**src/rtl/distinct_value_table_macros.svh**
```systemverilog
// Assertion macros used by the block's datapath module.
`ifndef DISTINCT_VALUE_TABLE_MACROS_SVH
`define DISTINCT_VALUE_TABLE_MACROS_SVH

// Concurrent check on a named clock and reset.
`define DVT_ASSERT_CLK(lbl, clk, rst, prop, msg) \
   lbl: assert property (@(posedge clk) disable iff (rst) (prop)) else $error(msg);

// Concurrent check on the block clock and reset.
`define DVT_ASSERT(lbl, prop, msg) \
   `DVT_ASSERT_CLK(lbl, clock, reset, prop, msg)

`endif

```
**src/rtl/dvt_pkg.sv**
```systemverilog
package dvt_pkg;

   localparam int TABLE_DEPTH = 32;
   localparam int IDX_W       = $clog2(TABLE_DEPTH);
   localparam int CNT_W       = $clog2(TABLE_DEPTH + 1);
   localparam int VALUE_W     = 31;
   localparam int SUM_W       = VALUE_W + IDX_W;
   localparam int FRAC_W      = 8;
   localparam int DIVD_W      = SUM_W + FRAC_W;
   localparam int STEP_W      = $clog2(DIVD_W + 1);

   localparam int POS_W       = 5;
   localparam int COUNT_W     = 6;
   localparam int MEAN_W      = 39;
   localparam int REQ_DATA_W  = 32;
   localparam int REQ_USER_W  = 2;
   localparam int RSP_DATA_W  = 56;
   localparam int RSP_USER_W  = 3;
   localparam int RSP_PAD_W   = RSP_DATA_W - POS_W - COUNT_W - MEAN_W;

   typedef enum logic [REQ_USER_W-1:0] {
      REQ_INSERT = 2'd0,
      REQ_SEARCH = 2'd1,
      REQ_MEAN   = 2'd2,
      REQ_CLEAR  = 2'd3
   } req_kind_type;

   typedef enum logic [RSP_USER_W-1:0] {
      ST_INSERTED   = 3'd0,
      ST_DUPLICATE  = 3'd1,
      ST_FULL       = 3'd2,
      ST_FOUND      = 3'd3,
      ST_NOT_FOUND  = 3'd4,
      ST_MEAN_VALID = 3'd5,
      ST_EMPTY      = 3'd6,
      ST_CLEARED    = 3'd7
   } rsp_status_type;

   typedef enum logic [1:0] {
      S_IDLE,
      S_SCAN,
      S_DIVIDE,
      S_FINISH
   } ctrl_state_type;

   typedef struct packed {
      logic load;
      logic scan;
      logic div_start;
      logic finish;
   } dvt_cmd_type;

   typedef struct packed {
      logic hit;
      logic scan_done;
      logic empty;
      logic div_done;
      logic out_free;
   } dvt_status_type;

endpackage

```
**src/rtl/distinct_value_table.sv**
```systemverilog
// Table of up to 32 distinct 31-bit values held in arrival order, with insert, search,
// mean and clear requests, one result transfer per request. Requests are taken one at a
// time; a new one is accepted while the previous result still waits on rsp_tready.
// Insert and search walk the filled entries through the single read port of the entry
// memory, one entry a cycle, stopping at the first match. Mean runs a 44-step
// restoring divider (one quotient bit a cycle); mean of an empty table and clear go
// straight to the result. Entries need no clearing after reset: only positions below
// the fill count are ever compared.
module distinct_value_table (
   input  logic                              clock,
   input  logic                              reset,
   input  logic                              req_tvalid,
   output logic                              req_tready,
   input  logic [dvt_pkg::REQ_DATA_W-1:0]    req_tdata,   // value[30:0], zero[31]
   input  logic [dvt_pkg::REQ_USER_W-1:0]    req_tuser,   // req_type[1:0]
   output logic                              rsp_tvalid,
   input  logic                              rsp_tready,
   output logic [dvt_pkg::RSP_DATA_W-1:0]    rsp_tdata,   // position[4:0], entry_count[10:5],
                                                          // mean_q8[49:11], zero[55:50]
   output logic [dvt_pkg::RSP_USER_W-1:0]    rsp_tuser    // status[2:0]
);

   dvt_pkg::dvt_cmd_type     cmd;
   dvt_pkg::dvt_status_type  status;
   dvt_pkg::req_kind_type    req_kind;

   assign req_kind = dvt_pkg::req_kind_type'(req_tuser);

   dvt_ctrl u_ctrl (
      .clock      (clock),
      .reset      (reset),
      .req_tvalid (req_tvalid),
      .req_tready (req_tready),
      .req_kind   (req_kind),
      .status     (status),
      .cmd        (cmd)
   );

   dvt_datapath u_datapath (
      .clock      (clock),
      .reset      (reset),
      .req_kind   (req_kind),
      .req_value  (req_tdata[dvt_pkg::VALUE_W-1:0]),
      .cmd        (cmd),
      .status     (status),
      .rsp_tvalid (rsp_tvalid),
      .rsp_tready (rsp_tready),
      .rsp_tuser  (rsp_tuser),
      .rsp_tdata  (rsp_tdata)
   );

endmodule

```
**src/rtl/dvt_divider.sv**
```systemverilog
module dvt_divider (
   input  logic                          clock,
   input  logic                          reset,
   input  logic                          start,
   input  logic [dvt_pkg::DIVD_W-1:0]    dividend,
   input  logic [dvt_pkg::CNT_W-1:0]     divisor,
   output logic                          done,
   output logic [dvt_pkg::DIVD_W-1:0]    quotient
);

   logic                          busy_ff;
   logic [dvt_pkg::STEP_W-1:0]    step_ff;
   logic [dvt_pkg::DIVD_W-1:0]    quo_ff;
   logic [dvt_pkg::DIVD_W-1:0]    quo_in;
   logic [dvt_pkg::CNT_W-1:0]     rem_ff;
   logic [dvt_pkg::CNT_W-1:0]     rem_in;
   logic [dvt_pkg::CNT_W-1:0]     dsr_ff;
   logic [dvt_pkg::CNT_W:0]       shifted;
   logic [dvt_pkg::CNT_W:0]       diff;
   logic                          fits;

   // restoring step: remainder stays below the divisor, so it fits CNT_W bits
   always_comb begin
      shifted = {rem_ff, quo_ff[dvt_pkg::DIVD_W-1]};
      diff    = shifted - {1'b0, dsr_ff};
      fits    = (shifted >= {1'b0, dsr_ff});
      rem_in  = fits ? diff[dvt_pkg::CNT_W-1:0] : shifted[dvt_pkg::CNT_W-1:0];
      quo_in  = {quo_ff[dvt_pkg::DIVD_W-2:0], fits};
   end

   assign done     = busy_ff && (step_ff == dvt_pkg::STEP_W'(dvt_pkg::DIVD_W));
   assign quotient = quo_ff;

   always_ff @(posedge clock) begin
      if (reset) begin
         busy_ff <= 1'b0;
         step_ff <= '0;
      end else if (start) begin
         busy_ff <= 1'b1;
         step_ff <= '0;
      end else if (done) begin
         busy_ff <= 1'b0;
      end else if (busy_ff) begin
         step_ff <= step_ff + 1'b1;
      end
   end

   always_ff @(posedge clock) begin
      if (start) begin
         quo_ff <= dividend;
         rem_ff <= '0;
         dsr_ff <= divisor;
      end else if (busy_ff && !done) begin
         quo_ff <= quo_in;
         rem_ff <= rem_in;
      end
   end

endmodule

```
**src/rtl/dvt_datapath.sv**
```systemverilog
`include "distinct_value_table_macros.svh"

module dvt_datapath (
   input  logic                              clock,
   input  logic                              reset,
   input  dvt_pkg::req_kind_type             req_kind,
   input  logic [dvt_pkg::VALUE_W-1:0]       req_value,
   input  dvt_pkg::dvt_cmd_type              cmd,
   output dvt_pkg::dvt_status_type           status,
   output logic                              rsp_tvalid,
   input  logic                              rsp_tready,
   output logic [dvt_pkg::RSP_USER_W-1:0]    rsp_tuser,
   output logic [dvt_pkg::RSP_DATA_W-1:0]    rsp_tdata
);

   logic [dvt_pkg::VALUE_W-1:0]   mem [dvt_pkg::TABLE_DEPTH];
   logic [dvt_pkg::VALUE_W-1:0]   rd_data_ff;

   dvt_pkg::req_kind_type         kind_ff;
   logic [dvt_pkg::VALUE_W-1:0]   value_ff;
   logic [dvt_pkg::CNT_W-1:0]     fill_ff;
   logic [dvt_pkg::CNT_W-1:0]     fill_in;
   logic [dvt_pkg::SUM_W-1:0]     sum_ff;
   logic [dvt_pkg::SUM_W-1:0]     sum_in;

   logic [dvt_pkg::CNT_W-1:0]     rd_idx_ff;
   logic                          cmp_vld_ff;
   logic [dvt_pkg::IDX_W-1:0]     cmp_idx_ff;
   logic                          found_ff;
   logic [dvt_pkg::IDX_W-1:0]     hit_pos_ff;
   logic                          issue;
   logic                          hit;
   logic                          full;

   logic                          rsp_valid_ff;
   dvt_pkg::rsp_status_type       code_ff;
   dvt_pkg::rsp_status_type       code_in;
   logic [dvt_pkg::POS_W-1:0]     pos_ff;
   logic [dvt_pkg::IDX_W-1:0]     pos_in;
   logic [dvt_pkg::COUNT_W-1:0]   count_ff;
   logic [dvt_pkg::MEAN_W-1:0]    mean_ff;
   logic [dvt_pkg::MEAN_W-1:0]    mean_in;
   logic                          wr_en;

   logic                          div_done;
   logic [dvt_pkg::DIVD_W-1:0]    quotient;

   dvt_divider u_divider (
      .clock    (clock),
      .reset    (reset),
      .start    (cmd.div_start),
      .dividend ({sum_ff, {dvt_pkg::FRAC_W{1'b0}}}),
      .divisor  (fill_ff),
      .done     (div_done),
      .quotient (quotient)
   );

   // scan: one read issued per cycle, compared in the cycle after
   assign issue = (rd_idx_ff < fill_ff);
   assign hit   = cmp_vld_ff && (rd_data_ff == value_ff);
   assign full  = (fill_ff == dvt_pkg::CNT_W'(dvt_pkg::TABLE_DEPTH));

   always_comb begin
      status.hit       = hit;
      status.scan_done = !cmp_vld_ff && !issue;
      status.empty     = (fill_ff == '0);
      status.div_done  = div_done;
      status.out_free  = !rsp_valid_ff || rsp_tready;
   end

   always_ff @(posedge clock) begin
      rd_data_ff <= mem[rd_idx_ff[dvt_pkg::IDX_W-1:0]];
      if (cmd.finish && wr_en) begin
         mem[fill_ff[dvt_pkg::IDX_W-1:0]] <= value_ff;
      end
   end

   always_ff @(posedge clock) begin
      if (cmd.load) begin
         kind_ff  <= req_kind;
         value_ff <= req_value;
      end
      if (cmd.scan) begin
         cmp_idx_ff <= rd_idx_ff[dvt_pkg::IDX_W-1:0];
      end
      if (cmd.scan && hit) begin
         hit_pos_ff <= cmp_idx_ff;
      end
   end

   always_ff @(posedge clock) begin
      if (reset) begin
         rd_idx_ff  <= '0;
         cmp_vld_ff <= 1'b0;
         found_ff   <= 1'b0;
      end else if (cmd.load) begin
         rd_idx_ff  <= '0;
         cmp_vld_ff <= 1'b0;
         found_ff   <= 1'b0;
      end else if (cmd.scan) begin
         cmp_vld_ff <= issue;
         if (issue) begin
            rd_idx_ff <= rd_idx_ff + 1'b1;
         end
         if (hit) begin
            found_ff <= 1'b1;
         end
      end
   end

   // result and table update for the request in hand
   always_comb begin
      code_in = dvt_pkg::ST_CLEARED;
      pos_in  = '0;
      mean_in = '0;
      fill_in = fill_ff;
      sum_in  = sum_ff;
      wr_en   = 1'b0;
      case (kind_ff)
         dvt_pkg::REQ_INSERT: begin
            if (found_ff) begin
               code_in = dvt_pkg::ST_DUPLICATE;
               pos_in  = hit_pos_ff;
            end else if (full) begin
               code_in = dvt_pkg::ST_FULL;
            end else begin
               code_in = dvt_pkg::ST_INSERTED;
               pos_in  = fill_ff[dvt_pkg::IDX_W-1:0];
               fill_in = fill_ff + 1'b1;
               sum_in  = sum_ff + dvt_pkg::SUM_W'(value_ff);
               wr_en   = 1'b1;
            end
         end
         dvt_pkg::REQ_SEARCH: begin
            if (found_ff) begin
               code_in = dvt_pkg::ST_FOUND;
               pos_in  = hit_pos_ff;
            end else begin
               code_in = dvt_pkg::ST_NOT_FOUND;
            end
         end
         dvt_pkg::REQ_MEAN: begin
            if (fill_ff == '0) begin
               code_in = dvt_pkg::ST_EMPTY;
            end else begin
               code_in = dvt_pkg::ST_MEAN_VALID;
               mean_in = quotient[dvt_pkg::MEAN_W-1:0];
            end
         end
         default: begin
            code_in = dvt_pkg::ST_CLEARED;
            fill_in = '0;
            sum_in  = '0;
         end
      endcase
   end

   always_ff @(posedge clock) begin
      if (reset) begin
         fill_ff      <= '0;
         sum_ff       <= '0;
         rsp_valid_ff <= 1'b0;
      end else if (cmd.finish) begin
         fill_ff      <= fill_in;
         sum_ff       <= sum_in;
         rsp_valid_ff <= 1'b1;
      end else if (rsp_tready) begin
         rsp_valid_ff <= 1'b0;
      end
   end

   always_ff @(posedge clock) begin
      if (cmd.finish) begin
         code_ff  <= code_in;
         pos_ff   <= dvt_pkg::POS_W'(pos_in);
         count_ff <= dvt_pkg::COUNT_W'(fill_in);
         mean_ff  <= mean_in;
      end
   end

   assign rsp_tvalid = rsp_valid_ff;
   assign rsp_tuser  = code_ff;
   assign rsp_tdata  = {{dvt_pkg::RSP_PAD_W{1'b0}}, mean_ff, count_ff, pos_ff};

   `DVT_ASSERT(a_finish_needs_room, cmd.finish |-> status.out_free, "result overwrote a pending transfer")
   `DVT_ASSERT(a_insert_grows, (cmd.finish && kind_ff == dvt_pkg::REQ_INSERT && !found_ff && !full) |=> (fill_ff == $past(fill_ff) + 1'b1), "insert did not grow the table")
   `DVT_ASSERT(a_hit_in_range, hit |-> ({1'b0, cmp_idx_ff} < fill_ff), "match outside filled entries")
   `DVT_ASSERT(a_div_for_mean, div_done |-> (kind_ff == dvt_pkg::REQ_MEAN), "divider finished outside a mean request")

endmodule

```
**src/rtl/dvt_ctrl.sv**
```systemverilog
module dvt_ctrl (
   input  logic                       clock,
   input  logic                       reset,
   input  logic                       req_tvalid,
   output logic                       req_tready,
   input  dvt_pkg::req_kind_type      req_kind,
   input  dvt_pkg::dvt_status_type    status,
   output dvt_pkg::dvt_cmd_type       cmd
);

   dvt_pkg::ctrl_state_type state_ff;
   dvt_pkg::ctrl_state_type state_in;

   always_ff @(posedge clock) begin
      if (reset) begin
         state_ff <= dvt_pkg::S_IDLE;
      end else begin
         state_ff <= state_in;
      end
   end

   always_comb begin
      state_in = state_ff;
      case (state_ff)
         dvt_pkg::S_IDLE: begin
            if (req_tvalid) begin
               if (req_kind inside {dvt_pkg::REQ_INSERT, dvt_pkg::REQ_SEARCH}) begin
                  state_in = dvt_pkg::S_SCAN;
               end else if (req_kind == dvt_pkg::REQ_MEAN && !status.empty) begin
                  state_in = dvt_pkg::S_DIVIDE;
               end else begin
                  state_in = dvt_pkg::S_FINISH;
               end
            end
         end
         dvt_pkg::S_SCAN: begin
            if (status.hit || status.scan_done) begin
               state_in = dvt_pkg::S_FINISH;
            end
         end
         dvt_pkg::S_DIVIDE: begin
            if (status.div_done) begin
               state_in = dvt_pkg::S_FINISH;
            end
         end
         dvt_pkg::S_FINISH: begin
            if (status.out_free) begin
               state_in = dvt_pkg::S_IDLE;
            end
         end
         default: begin
            state_in = dvt_pkg::S_IDLE;
         end
      endcase
   end

   always_comb begin
      req_tready    = (state_ff == dvt_pkg::S_IDLE);
      cmd.load      = (state_ff == dvt_pkg::S_IDLE) && req_tvalid;
      cmd.div_start = (state_ff == dvt_pkg::S_IDLE) && req_tvalid &&
                      (req_kind == dvt_pkg::REQ_MEAN) && !status.empty;
      cmd.scan      = (state_ff == dvt_pkg::S_SCAN);
      cmd.finish    = (state_ff == dvt_pkg::S_FINISH) && status.out_free;
   end

endmodule

```
**config.mk**
```make
export PLATFORM = sky130hd
export DESIGN_NAME = distinct_value_table
export DESIGN_NICKNAME = d
export VERILOG_FILES = /design/src/rtl/dvt_pkg.sv /design/src/rtl/distinct_value_table.sv /design/src/rtl/dvt_divider.sv /design/src/rtl/dvt_datapath.sv /design/src/rtl/dvt_ctrl.sv
export VERILOG_INCLUDE_DIRS = /design/src /design/src/rtl
export SDC_FILE = /design/constraint.sdc
export NUM_CORES = 2
export LEC_CHECK = 0
export BUFFER_PORTS_ARGS = -buffer_cell sky130_fd_sc_hd__buf_2
export CELL_PAD_IN_SITES_DETAIL_PLACEMENT = 1
export CELL_PAD_IN_SITES_GLOBAL_PLACEMENT = 1
export CORE_UTILIZATION = 55
export DETAILED_ROUTE_END_ITERATION = 10
export GPL_TIMING_DRIVEN = 0
export HOLD_SLACK_MARGIN = 0.08
export MAX_ROUTING_LAYER = met4
export PLACE_DENSITY_LB_ADDON = 0.2
export SLEW_MARGIN = 20
export SYNTH_ARGS = -nofsm -noshare
export SYNTH_HDL_FRONTEND = slang
export SYNTH_SLANG_ARGS = --single-unit
```
**constraint.sdc**
```tcl
create_clock -name clock -period 4.3 [get_ports clock]
set_input_delay 1.29 -clock clock [delete_from_list [all_inputs] [get_ports clock]]
set_output_delay 1.29 -clock clock [all_outputs]
set_load 0.02 [all_outputs]
```
# Word level (Yosys, flattened, before mapping)
# Memory sizes are Yosys's and may differ from the RTL's. A register that Yosys moved wholly into a read port is not among the register bits.
# Index checks and enable logic that the tools add are counted.
# totals
n_memories	1
register_bits	212
output_inout_bits	61
mem_bits_rw	992
latchBits	0
inputBits	38
rom_bits	0
# memory_table
name	words	word_bits	read_ports	rd_ports_with_merged_regs	wr	line_no	rtl
u_datapath.mem	32	31	1	1	1	dvt_datapath.sv:16	logic [dvt_pkg::VALUE_W-1:0] mem [dvt_pkg::TABLE_DEPTH];
# classes
add_sub_neg	5
bitwise_logic	3
n_lt_le_gt_ge	2
shifts	0
n_eq_ne	16
mul	0
n_mux	34
n_reduce_logical	35
div	0
# ops
cell	n
two-way mux 44 bit	2
two-way mux 36 bit	2
one-hot mux 36 bit (2 select lines)	1
adder 36 x 31 -> 36 bit	1
equality test 31 bit	1
adder 6 x 1 -> 6 bit (second input constant)	3
two-way mux 6 bit	3
two-way mux 5 bit	3
two-way mux 2 bit	7
equality test 6 bit (second input constant)	2
one-hot mux 6 bit (2 select lines)	1
logical AND 1 bit	11
two-way mux 1 bit	10
one-hot mux 5 bit (2 select lines)	1
one-hot mux 3 bit (3 select lines)	1
equality test 2 bit (second input constant)	4
inequality test 2 bit (second input constant)	4
one-hot mux 2 bit (4 select lines)	1
AND reduction 4 bit	2
nonzero test 2 bit	4
OR reduction 2 bit	4
greater-or-equal comparator 7 x 6 -> 1 bit	1
equality test 2 x 1 -> 1 bit (second input constant)	3
zero test 2 bit	3
other kinds (9)	20

# Longest topological paths before layout
# depth
word_depth	7
ltp_mapped	10
ltp_nobuf	10

# Modules after synthesis
# Synthesis repeated with hierarchy kept, for this count alone.
# unflattened
hier_cells	2445
hier_area_um2	49059.6
# by_module_without_submodules
module	instances	seq_area_each_um2	cells_each	area_each_um2
dvt_datapath	1	34312.9	2208	45874.0
dvt_divider	1	1761.7	211	2922.8
dvt_ctrl	1	40.0	26	262.8

# Worst setup path before layout
# Ideal clock, no wire load.
# synth_path
kind	input port to flip-flop
start	in req_tvalid
end	reg u_datapath.u_divider.quo_ff, in the netlist u_datapath.u_divider.quotient[10], enable pin
slack_ns	0.376
setup_ns	0.394
cell_stages	4
arrival_ns	3.530
cell_sequence	and2_1 -> nand2_1 -> clkbuf_1 -> nand2_1
# synth_between
elab_chain_len	4
# synth_lines
element	line_no	rtl
start, declared	distinct_value_table.sv:12	input logic req_tvalid,
logical AND 1 bit (2 in series)	dvt_ctrl.sv:60	cmd.div_start = (state_ff == dvt_pkg::S_IDLE) && req_tvalid &&
logical AND 1 bit	dvt_ctrl.sv:61	(req_kind == dvt_pkg::REQ_MEAN) && !status.empty;
nonzero test 2 bit (no line)	n/a	
end signal, assigned	dvt_divider.sv:50	quo_ff <= dividend;
end signal, assigned	dvt_divider.sv:54	quo_ff <= quo_in;
end, declared	dvt_divider.sv:13	logic [dvt_pkg::DIVD_W-1:0] quo_ff;
# No other way between the ends.
# A chain may end at the register's enable or synchronous reset.

# Worst setup path after layout
# layout_path
start	reg u_datapath.value_ff[29] (netlist bit)
end	reg u_datapath.hit_pos_ff[1] (netlist bit), enable pin
# layout_between
elab_chain_len	3
# layout_lines
element	line_no	rtl
start, declared	dvt_datapath.sv:20	logic [dvt_pkg::VALUE_W-1:0] value_ff;
start signal, assigned	dvt_datapath.sv:81	value_ff <= req_value;
equality test 31 bit	dvt_datapath.sv:60	assign hit = cmp_vld_ff && (rd_data_ff == value_ff);
logical AND 1 bit	dvt_datapath.sv:60	
logical AND 1 bit	dvt_datapath.sv:86	if (cmd.scan && hit) begin
end signal, assigned	dvt_datapath.sv:87	hit_pos_ff <= cmp_idx_ff;
end, declared	dvt_datapath.sv:30	logic [dvt_pkg::IDX_W-1:0] hit_pos_ff;
# No other way between the ends.

==> out/qor.yml <==
p_leak_nw: 18.2
status: "finished, final reports clean"
arrival_ns: 4.57
grt_setup_unrepaired: "false"
drive_gt1_share_pct: 26.3
vias: 26502
tightest_slew_ns: 1.14
final_area_um2: 56500
path_clk_slew_ns: 0.06
numCtsBuffers: 121
syn_area_um2: 48900
yosys-top-cells-count: "edfxtp_1, mux4_2, nand2_1, nor2_1, dfxtp_1"
synth_top_area_share_pct: 69.3
final_core_util_pct: 64.0
ys_types: 64
slowest_delay_ns: 1.09
dieArea_um2: 90200
detail_route.wl_per_cell_um: 32.7
hold_viol: 0
synthTopCellsByArea: "edfxtp_1, mux4_2, dfxtp_1, ha_1, nand2_1"
max_freq_ghz: 0.239
yosysSeqAreaShare_pct: 73.6
io_pins: 99
drcViolationCount: 0
period_needed_ns: 4.19
cp.required_ns: 4.69
die_h_um: 300
ant_nets: 0
drtIter0Drc: 3054
fin_tns_setup_ns: 0
grt_pass1_wl_mm: 192
vdd_drop_max_uv: 432
ys_ff_latch: 1235
cts_htree_levels: 3
via_per_inst: 6.46
setup_viol: 0
start_util_pct: 55.5
die_w_um: 300
slew_headroom_pct: 23.9
finalClockSkew_ns: 0.0276
synth_top_cell_by_area: "edfxtp_1"
drt-total-wl_mm: 134
cts_root_buf: "clkbuf_16"
portBuffers: 90
clk_latency_ns: 0.73
critical_path_class: "register to register"
coreArea_um2: 88200
overflow: 0
maxSlewViolCount: 0
finalCritPeriodShare_pct: 97.4
place_congestion: 0.882
yosysMostFrequentCell: "edfxtp_1"
start_kind: "register"
syn_area_per_cell_um2: 19.3
worstSetupEndpointType: "register"
clock_path_buffers: 3
grtUsageTotal_pct: 31.1
yosysWarnings: 0
async_flop_share_pct: 0
synthCells: 2536
hpwlAfterDp_mm: 88.7
path_max_fanout: 18
antenna_found_initial: 0
synthFlopType: "edfxtp_1"
crit_chain: "xor2_1 -> nor4_2 -> nand4_1 -> nor4_1 -> and2_1"
max_cap_viol_count: 0
power_density_nw_per_um2: 466
synth_edf_count: 1130
firstDrtPassIters: 5
cts_tree: "done"
hold_class: "register to register"
nets: 2930
clock-sinks: 1235
first_global_vias: 27655
area_growth_pct: 15.4
grt_max_degree: 49
crit_slowest_cell: "edfxtp_1"
placed_cell_area_um2: 52400
fp-row-count: 109
cells in the final DEF (no fill, tap or decap), drive strengths merged, types with 8 or more instances in the layout:
cell type and instances:
clkinv 67, xor2 37, xnor2 30, a21o 11, nand2 151, o21bai 8
mux2 31, nor4 10, nor2 111, nor3 9, mux4 310, buf 204
and2 50, clkbuf 242, a22oi 8, dfxtp 105, nand3 69, edfxtp 1130
ha 58, o21ai 34, inv 39, a22o 16, a21oi 68, nand4 15
mux2i 8
per-stage QoR:
step                      power (mW)  worst slack (ns)  cells  hold WS (ns)
final                           26.3             0.114   4104         0.428
after global routing            26.9            0.0302   4102         0.443
after CTS                       26.3            0.0216   4083         0.421
after detailed placement        16.2            -0.212   3854         0.412
after global placement          15.9             -1.68   3796         0.402
after floorplan                 15.3             0.376   2541         0.400
routing by layer:
layer | wire, µm | global-route usage [%] | vias up
met4 | 4360 | 9.58 | 0
met3 | 9850 | 5.01 | 228
li1 | - | - | 10857
met1 | 54200 | 42.5 | 14134
met5 | 0 | - | -
met2 | 65600 | 48.6 | 1283
logic make-up (layout without fill, tap and decap cells):
| group | count (synthesis) | in the layout | synth area share, % |
|---|---|---|---|
| other cells | 1 | 8 | 0.00766 |
| compound gates | 208 | 208 | 2.79 |
| simple gates | 452 | 452 | 4.28 |
| fa+ha+maj | 60 | 60 | 1.56 |
| flops | 1235 | 1235 | 73.6 |
| mux | 349 | 349 | 15.1 |
| xor+xnor | 67 | 67 | 1.20 |
| buf+inv | 164 | 560 | 1.38 |
where the power goes:
| part | total (mW) | internal [mW] | switching [mW] |
|---|---|---|---|
| Clock | 10.2 | 5.67 | 4.57 |
| Combinational | 1.94 | 0.632 | 1.31 |
| Sequential | 14.1 | 13.8 | 0.365 |
worst max-delay path: cells and delay by family, from the launching register on:
kind          cells  cell delay [ns]
flops             1             1.09
simple gates      4             2.19
xor+xnor          1             0.55
state kept, by name, summed over array words and instances (netlist names), 5 cells and up:
name / count
u_datapath.rd_idx_ff: 6
u_datapath.cmp_idx_ff: 5
u_datapath.u_divider.rem_ff: 6
u_datapath.mean_ff: 39
u_datapath.u_divider.dsr_ff: 6
u_datapath.sum_ff: 36
u_datapath.pos_ff: 5
u_datapath.mem: 992
u_datapath.u_divider.step_ff: 6
u_datapath.hit_pos_ff: 5
u_datapath.rd_data_ff: 31
u_datapath.fill_ff: 6
u_datapath.u_divider.quotient: 44
u_datapath.value_ff: 31
u_datapath.count_ff: 6
timing repair:
| item | CTS | global route |
|---|---|---|
| buffers inserted | 1 | 0 |
| hold endpoints to repair | 0 | 0 |
| resized for setup | 0 | 1 |
| setup endpoints to repair | 8 | 8 |
| hold buffers | 0 | 0 |
path summary, 6_finish.rpt:
path	start	slack [ns]	cells after the start	to
setup / recovery	u_datapath.value_ff[29]	0.11	5	u_datapath.hit_pos_ff[1]
hold / removal	u_datapath.cmp_idx_ff[1]	0.43	0	u_datapath.hit_pos_ff[1]
setup reg to reg	u_datapath.value_ff[29]	0.11	5	u_datapath.hit_pos_ff[1]
hold reg to reg	u_datapath.cmp_idx_ff[1]	0.43	0	u_datapath.hit_pos_ff[1]
layout make-up:
class                      count  area [µm²]
sequential                  1235       36000
inverter                      37         139
multi-input combinational   1142       12500
fill                        7279       31800
buffer                       127         552
clock buffer                 151        3260
antenna                        2        5.00
timing repair buffer         168        1980
tap                         1165        1460
clock inverter                77         556
Power figures use the tool's default switching activity.
